### src/sv/assert_macros.svh
// Assertion macros used by the top-level RTL file
`ifndef ASSERT_MACROS_SVH
`define ASSERT_MACROS_SVH

// Plain property check, disabled while reset is held
`define ASSERT_IMPL(label, clk, rst_n, prop, msg) \
    label: assert property (@(posedge clk) disable iff (!rst_n) (prop)) else $error(msg);

// Antecedent in one cycle, consequent in the next
`define ASSERT_NEXT(label, clk, rst_n, ante, cons, msg) \
    label: assert property (@(posedge clk) disable iff (!rst_n) (ante) |=> (cons)) \
        else $error(msg);

`endif

### src/sv/spmf_pkg.sv
// Types, codes and sizing helpers for the strict priority multi-FIFO
package spmf_pkg;

    localparam int LEVEL_COUNT       = 8;
    localparam int LVL_W             = 3;
    localparam int STAT_W            = 32;
    localparam int DEPTH_HIGH_DEF    = 32;
    localparam int DEPTH_DEFAULT_DEF = 16;
    localparam int DEPTH_LOW_DEF     = 8;
    localparam int DATA_WIDTH_DEF    = 64;

    typedef enum logic [2:0] {
        CMD_PUSH        = 3'd0,
        CMD_POP         = 3'd1,
        CMD_FLUSH       = 3'd2,
        CMD_FLUSH_ALL   = 3'd3,
        CMD_READ_STATS  = 3'd4,
        CMD_RESET_STATS = 3'd5
    } t_cmd;

    typedef enum logic [1:0] {
        ST_OK    = 2'd0,
        ST_FULL  = 2'd1,
        ST_EMPTY = 2'd2
    } t_status;

    typedef enum logic [2:0] {
        UPD_NONE,
        UPD_QUEUE,
        UPD_DROP,
        UPD_DEQUEUE,
        UPD_CLEAR
    } t_upd;

    typedef enum logic {
        S_IDLE,
        S_WB
    } t_state;

    typedef struct packed {
        t_status            status;
        logic [LVL_W-1:0]   level;
    } t_qresp;

    typedef struct packed {
        logic [3:0] next_level;
        logic [7:0] total;
    } t_occ;

    function automatic int spmf_cap(int lv, int dh, int dd, int dl);
        if (lv < 3) return dh;
        if (lv < 5) return dd;
        return dl;
    endfunction

    // first store slot of a level; level LEVEL_COUNT gives the whole store size
    function automatic int spmf_base(int lv, int dh, int dd, int dl);
        int b;
        b = 0;
        for (int i = 0; i < LEVEL_COUNT; i++) begin
            if (i < lv) b += spmf_cap(i, dh, dd, dl);
        end
        return b;
    endfunction

    function automatic int spmf_max3(int a, int b, int c);
        int m;
        m = a;
        if (b > m) m = b;
        if (c > m) m = c;
        return m;
    endfunction

endpackage

### src/sv/spmf_stats.sv
// Per-level statistics RAM with read-modify-write and valid bits
module spmf_stats import spmf_pkg::*; #(
    parameter int FILL_W = 6
) (
    input  logic                i_clk,
    input  logic                i_rst_n,
    input  logic                i_rd_en,
    input  logic [LVL_W-1:0]    i_rd_level,
    input  t_upd                i_upd,
    input  logic                i_commit,
    input  logic [FILL_W-1:0]   i_fill,
    output logic [STAT_W-1:0]   o_queued,
    output logic [STAT_W-1:0]   o_dequeued,
    output logic [STAT_W-1:0]   o_overflow,
    output logic [FILL_W-1:0]   o_peak
);

    localparam int ENT_W = 3 * STAT_W + FILL_W;

    logic [ENT_W-1:0]       r_mem [LEVEL_COUNT];
    logic [LEVEL_COUNT-1:0] r_vld;
    logic [ENT_W-1:0]       r_rd_data;
    logic                   r_rd_vld;
    logic [LVL_W-1:0]       r_rd_lv;

    logic [ENT_W-1:0]       w_old;
    logic [STAT_W-1:0]      w_q, w_d, w_o;
    logic [FILL_W-1:0]      w_p, w_pmax;
    logic                   w_wr;

    always_ff @(posedge i_clk) begin
        if (i_rd_en) begin
            r_rd_data <= r_mem[i_rd_level];
            r_rd_lv   <= i_rd_level;
        end
        if (w_wr) r_mem[r_rd_lv] <= {w_p, w_o, w_d, w_q};
    end

    always_ff @(posedge i_clk) begin
        if (!i_rst_n) begin
            r_vld    <= '0;
            r_rd_vld <= 1'b0;
        end else begin
            if (i_rd_en) r_rd_vld <= r_vld[i_rd_level];
            if (i_commit && (i_upd == UPD_CLEAR)) begin
                r_vld <= '0;
            end else if (w_wr) begin
                r_vld[r_rd_lv] <= 1'b1;
            end
        end
    end

    always_comb begin
        w_old = r_rd_vld ? r_rd_data : '0;
        w_q   = w_old[STAT_W-1:0];
        w_d   = w_old[2*STAT_W-1:STAT_W];
        w_o   = w_old[3*STAT_W-1:2*STAT_W];
        w_p   = w_old[ENT_W-1:3*STAT_W];
        w_pmax = (i_fill > w_p) ? i_fill : w_p;
        unique case (i_upd)
            UPD_QUEUE: begin
                w_q = w_q + 1'b1;
                w_p = w_pmax;
            end
            UPD_DROP: begin
                w_o = w_o + 1'b1;
                w_p = w_pmax;
            end
            UPD_DEQUEUE: begin
                w_d = w_d + 1'b1;
                w_p = w_pmax;
            end
            UPD_CLEAR: begin
                w_q = '0;
                w_d = '0;
                w_o = '0;
                w_p = '0;
            end
            UPD_NONE: ;
            default: ;
        endcase
        w_wr = i_commit &&
               ((i_upd == UPD_QUEUE) || (i_upd == UPD_DROP) || (i_upd == UPD_DEQUEUE));
        o_queued   = w_q;
        o_dequeued = w_d;
        o_overflow = w_o;
        o_peak     = w_p;
    end

endmodule

### config.mk
export PLATFORM = sky130hd
export DESIGN_NAME = spmf_stats
export DESIGN_NICKNAME = d
export VERILOG_FILES = /design/src/sv/assert_macros.svh /design/src/sv/spmf_pkg.sv /design/src/sv/spmf_stats.sv
export SDC_FILE = /design/constraint.sdc
export NUM_CORES = 1
export LEC_CHECK = 0
export BUFFER_PORTS_ARGS = -buffer_cell sky130_fd_sc_hd__buf_2
export CAP_MARGIN = 10
export CORE_MARGIN = 2
export CORE_UTILIZATION = 65
export CTS_CLUSTER_DIAMETER = 60
export CTS_CLUSTER_SIZE = 25
export DETAILED_ROUTE_END_ITERATION = 12
export PLACE_DENSITY = 0.89
export SLEW_MARGIN = 25
export SYNTH_ARGS = -nofsm -noshare
export SYNTH_HDL_FRONTEND = slang
export SYNTH_SLANG_ARGS = --single-unit
### constraint.sdc
create_clock -name i_clk -period 22.3 [get_ports i_clk]
set_input_delay 1.115 -clock i_clk [delete_from_list [all_inputs] [get_ports i_clk]]
set_output_delay 1.115 -clock i_clk [all_outputs]
set_load 0.02 [all_outputs]
==> impl_table.tex <==
\begin{tabular}{lr}
\hline
Metric & Value \\
\hline
\multicolumn{2}{l}{\textbf{Run status}} \\
\quad Run status & complete, no violations \\
\multicolumn{2}{l}{\textbf{Synth}} \\
\quad Share of synthesized area occupied by flip-flops and latches & around three quarters \\
\quad Yosys reg bits & 930 \\
\quad Most used standard cells in the synthesized netlist & edfxtp\_1 (921), mux4\_2 (206), mux2\_2 (120), nand2\_1 (96), clkbuf\_1 (62) \\
\quad Post-Synthesis Mean Instance Area & 19.7 sq um \\
\quad Cell Area, Synth & roughly 38000 sq um \\
\quad Area share of the largest cell type after synthesis & 73.4\% \\
\quad Top cells by area in the synthesized netlist & edfxtp\_1 (73\%), mux4\_2 (12\%), mux2\_2 (3.6\%), nand2\_1 (0.96\%), mux2i\_1 (0.93\%) \\
\quad Async SR Flop Fraction & 0\% \\
\quad Post-synthesis cell type with the largest combined area & edfxtp\_1 \\
\quad Top-count cell post-synth & edfxtp\_1 \\
\quad Synthesized Nets & just under 2000 \\
\quad Synthesis Warnings & 0 \\
\quad EDFF count, synth & around 920 \\
\quad Syn Inst Count & 1907 \\
\quad Main synth FF type & edfxtp\_1 \\
\quad Distinct cell type count of the synthesized netlist & 66 \\
\multicolumn{2}{l}{\textbf{Routing}} \\
\quad Number of detailed-routing iterations run before antenna repair & 6 \\
\quad Number of DRC markers in iteration 0 & 2440 \\
\quad Routed Wire Length & roughly 80000 microns \\
\quad Met1 routed wirelength after detailed routing & around 30000 microns \\
\quad Average routed wire per standard cell & roughly 29 microns \\
\quad Avg Vias per Cell & 7.00 \\
\quad Highest Signal Layer & met5 \\
\quad Vias & 19600 \\
\quad Length of routed met3 wiring & 7390 microns \\
\quad Residual DRC count & 0 \\
\quad Post-route ant nets & 0 \\
\quad Routed met2 length & between 40000 and 50000 microns \\
\multicolumn{2}{l}{\textbf{Setup path}} \\
\quad Critical path capture point type & output port \\
\quad Cells along the critical path & buf\_4 > nand2\_1 > inv\_1 > ha\_1 > and4bb\_2 > nand2\_1 > nor4\_1 > mux2i\_1 > buf\_2 \\
\quad Slowest-stage cell, CP & dfxtp\_4 \\
\quad Cell mode on critical path & nand2\_1 \\
\quad Crit path buffers/inverters & 3 \\
\quad Reg2reg setup slack & between 15000 and 20000 ps \\
\quad Peak per-stage delay on the critical path & about 740 ps \\
\quad Worst setup path category & reg -> out \\
\quad Crit Path Max Fanout & between 60 and 70 \\
\quad Data required time of the worst path & approximately 21000 ps \\
\quad Data arrival, critical path & roughly 4800 ps \\
\quad Cell family with the largest share of critical-path delay & simple AND/OR/NAND/NOR gates \\
\quad Element type at the critical path start & register \\
\multicolumn{2}{l}{\textbf{Timing}} \\
\quad Hold Fails Final Rpt & 0 \\
\quad Final worst hold slack & around 500 ps \\
\quad Portion of the clock cycle consumed by the worst path in the final layout & around a quarter \\
\quad Worst relative slew slack & between 20\% and 30\% \\
\quad Final TNS setup & 0 ps \\
\quad Setup repair after global routing missed its margin & no \\
\quad Final Setup Violations & 0 \\
\quad Tightest Pin Transition & about 1100 ps \\
\quad Highest Clock Rate & around 170 MHz \\
\quad Pins over their slew limit & 0 \\
\quad Final setup slack of the worst path & $\sim$16000 ps \\
\quad Skew final & approximately 25 ps \\
\quad Fin crit period & roughly 6000 ps \\
\multicolumn{2}{l}{\textbf{Clock tree}} \\
\quad Cts hold-fix bufs & 0 \\
\quad TritonCTS Buffers & between 40 and 50 \\
\quad CTS H-Tree Depth & 2 \\
\quad Number of sinks on the clock net & 930 \\
\quad TritonCTS clock tree & yes \\
\quad Postcts setup bufs & 0 \\
\quad Post-CTS clock slew at the launch and capture registers of the worst setup and hold paths & $\sim$90 ps \\
\quad Post\_cts resized & 0 \\
\quad Maximum clock insertion buffer count & 3 \\
\quad Latest clock arrival within the worst-skew pair & around 630 ps \\
\quad Clock root cell & clkbuf\_16 \\
\multicolumn{2}{l}{\textbf{Power and ir drop}} \\
\quad Comb pwr share & 6.0\% \\
\quad Switching Share & a little over a fifth \\
\quad Static Leak & 13.2 nW \\
\quad PD cells & between 70 and 80 nW/um\^{}2 \\
\quad IR drop worst, VDD & 0.0000724 V \\
\quad Power share of the clock group & 31.4\% \\
\quad Internal power of the cells & roughly 0.0025 W \\
\quad Power spent charging and discharging nets & a little under 0.0007 W \\
\quad Share of total power in sequential cells & between 60\% and 70\% \\
\multicolumn{2}{l}{\textbf{Die}} \\
\quad Die Height & 245 microns \\
\quad Number of placement rows & 88 \\
\quad Floorplan die width & around 240 microns \\
\quad Floorplan die area & between 50000 and 60000 sq um \\
\quad I/O pin count & $\sim$120 \\
\quad Core Box Area & 57500 sq um \\
\quad Initial Utilization & 65.5\% \\
\multicolumn{2}{l}{\textbf{Placed design}} \\
\quad Pre-CTS setup slack & approximately 17000 ps \\
\quad DP Cell Count & 2719 \\
\quad DPL Wire Length & between 40000 and 50000 microns \\
\quad Port bufs & around 120 \\
\quad Weighted congestion reported at the end of routability-driven placement & 0.791 \\
\multicolumn{2}{l}{\textbf{GRT}} \\
\quad Aggregate global-route resource usage & $\sim$27\% \\
\quad Largest net degree at the start of global routing & 100 \\
\quad Total congestion overflow after global routing & 0 \\
\quad Global-route wire length before repair & $\sim$120000 microns \\
\quad Antenna violations before repair & 3 \\
\quad Number of global-route vias before repair & roughly 20000 \\
\multicolumn{2}{l}{\textbf{Final layout}} \\
\quad Layout cell share with drive strength beyond 1 & 28.4\% \\
\quad Final cell count without fillers & between 2000 and 3000 \\
\quad Antenna cells & 0 \\
\quad Area growth, synth to finish & 7.99\% \\
\quad Net count of the finished layout & between 2000 and 2500 \\
\multicolumn{2}{l}{\textbf{Run}} \\
\quad Max-cap violation count & 0 \\
\multicolumn{2}{l}{\textbf{Hold path}} \\
\quad Tightest Hold Check Type & reg -> reg \\
\hline
\end{tabular}
==> power by group through the flow <==
| stage | registers (W) | clock network [W] | logic [W] |
|---|---|---|---|
| after floorplan | 0.00201 | 0 | 0.000131 |
| after global placement | 0.00201 | 0 | 0.000179 |
| after detailed placement | 0.00201 | 0 | 0.000186 |
| after CTS | 0.00197 | 0.000997 | 0.000188 |
| after global routing | 0.00198 | 0.00105 | 0.000200 |
| final | 0.00197 | 0.000989 | 0.000188 |
==> registers in the layout (all words and copies together) (netlist names) <==
name,count
r_rd_vld,1
r_rd_lv,3
r_vld,8
r_mem,816
r_rd_data,102
==> cell type report <==
type / instances / area, sq um
clock buffers: 55 / 1260
clock inverters: 25 / 277
fillers: 3219 / 16800
inverters: 16 / 60.1
multi-input cells: 861 / 9410
flip-flops and latches: 930 / 27800
well taps: 765 / 957
repair buffers: 147 / 857
==> logic make-up (layout without fill, tap and decap cells) <==
logic type	after synthesis	in the layout	synth area share, %
simple gates	361	361	5.33
compound gates	125	125	2.21
fa+ha+maj	9	9	0.299
buf+inv	116	243	1.28
flops	930	930	73.9
mux	362	362	16.9
xor+xnor	4	4	0.0931
==> cells in the final DEF (no fill, tap or decap), types with 23 or more instances in the layout <==
cell,count
nand3_1,50
nand2b_1,30
buf_4,26
nand2_1,96
nor2_1,37
a21oi_1,38
mux4_2,206
mux2i_1,35
mux2_2,120
clkbuf_16,49
edfxtp_1,921
buf_2,113
nand4_1,23
==> layer usage <==
layer,vias up,GRT usage (%)
li1,8053,-
met1,10100,36.6
met2,1236,44.9
met3,202,5.22
met4,6,9.81
met5,-,0
==> metrics by stage <==
stage               utilization, %  power (W)  cell area [sq um]
CTS                           70.7    0.00316              40600
global route                  70.8    0.00323              40700
finish                        70.8    0.00315              40700
floorplan                        -    0.00214              37700
detailed placement            68.0    0.00220              39100
global placement              68.0    0.00219              39100
==> path summary, 6_finish.rpt <==
check | start | to | cells past startpoint
max | r_rd_vld$_SDFFE_PN0P_ | o_overflow[28] | 9
min | r_vld[4]$_SDFFE_PP0P_ | r_vld[4]$_SDFFE_PP0P_ | 1
max reg2reg | r_rd_vld$_SDFFE_PN0P_ | r_mem[1][28]$_DFFE_PP_ | 8
min reg2reg | r_vld[4]$_SDFFE_PP0P_ | r_vld[4]$_SDFFE_PP0P_ | 1
Note: power is estimated with default switching activity, not from simulation.
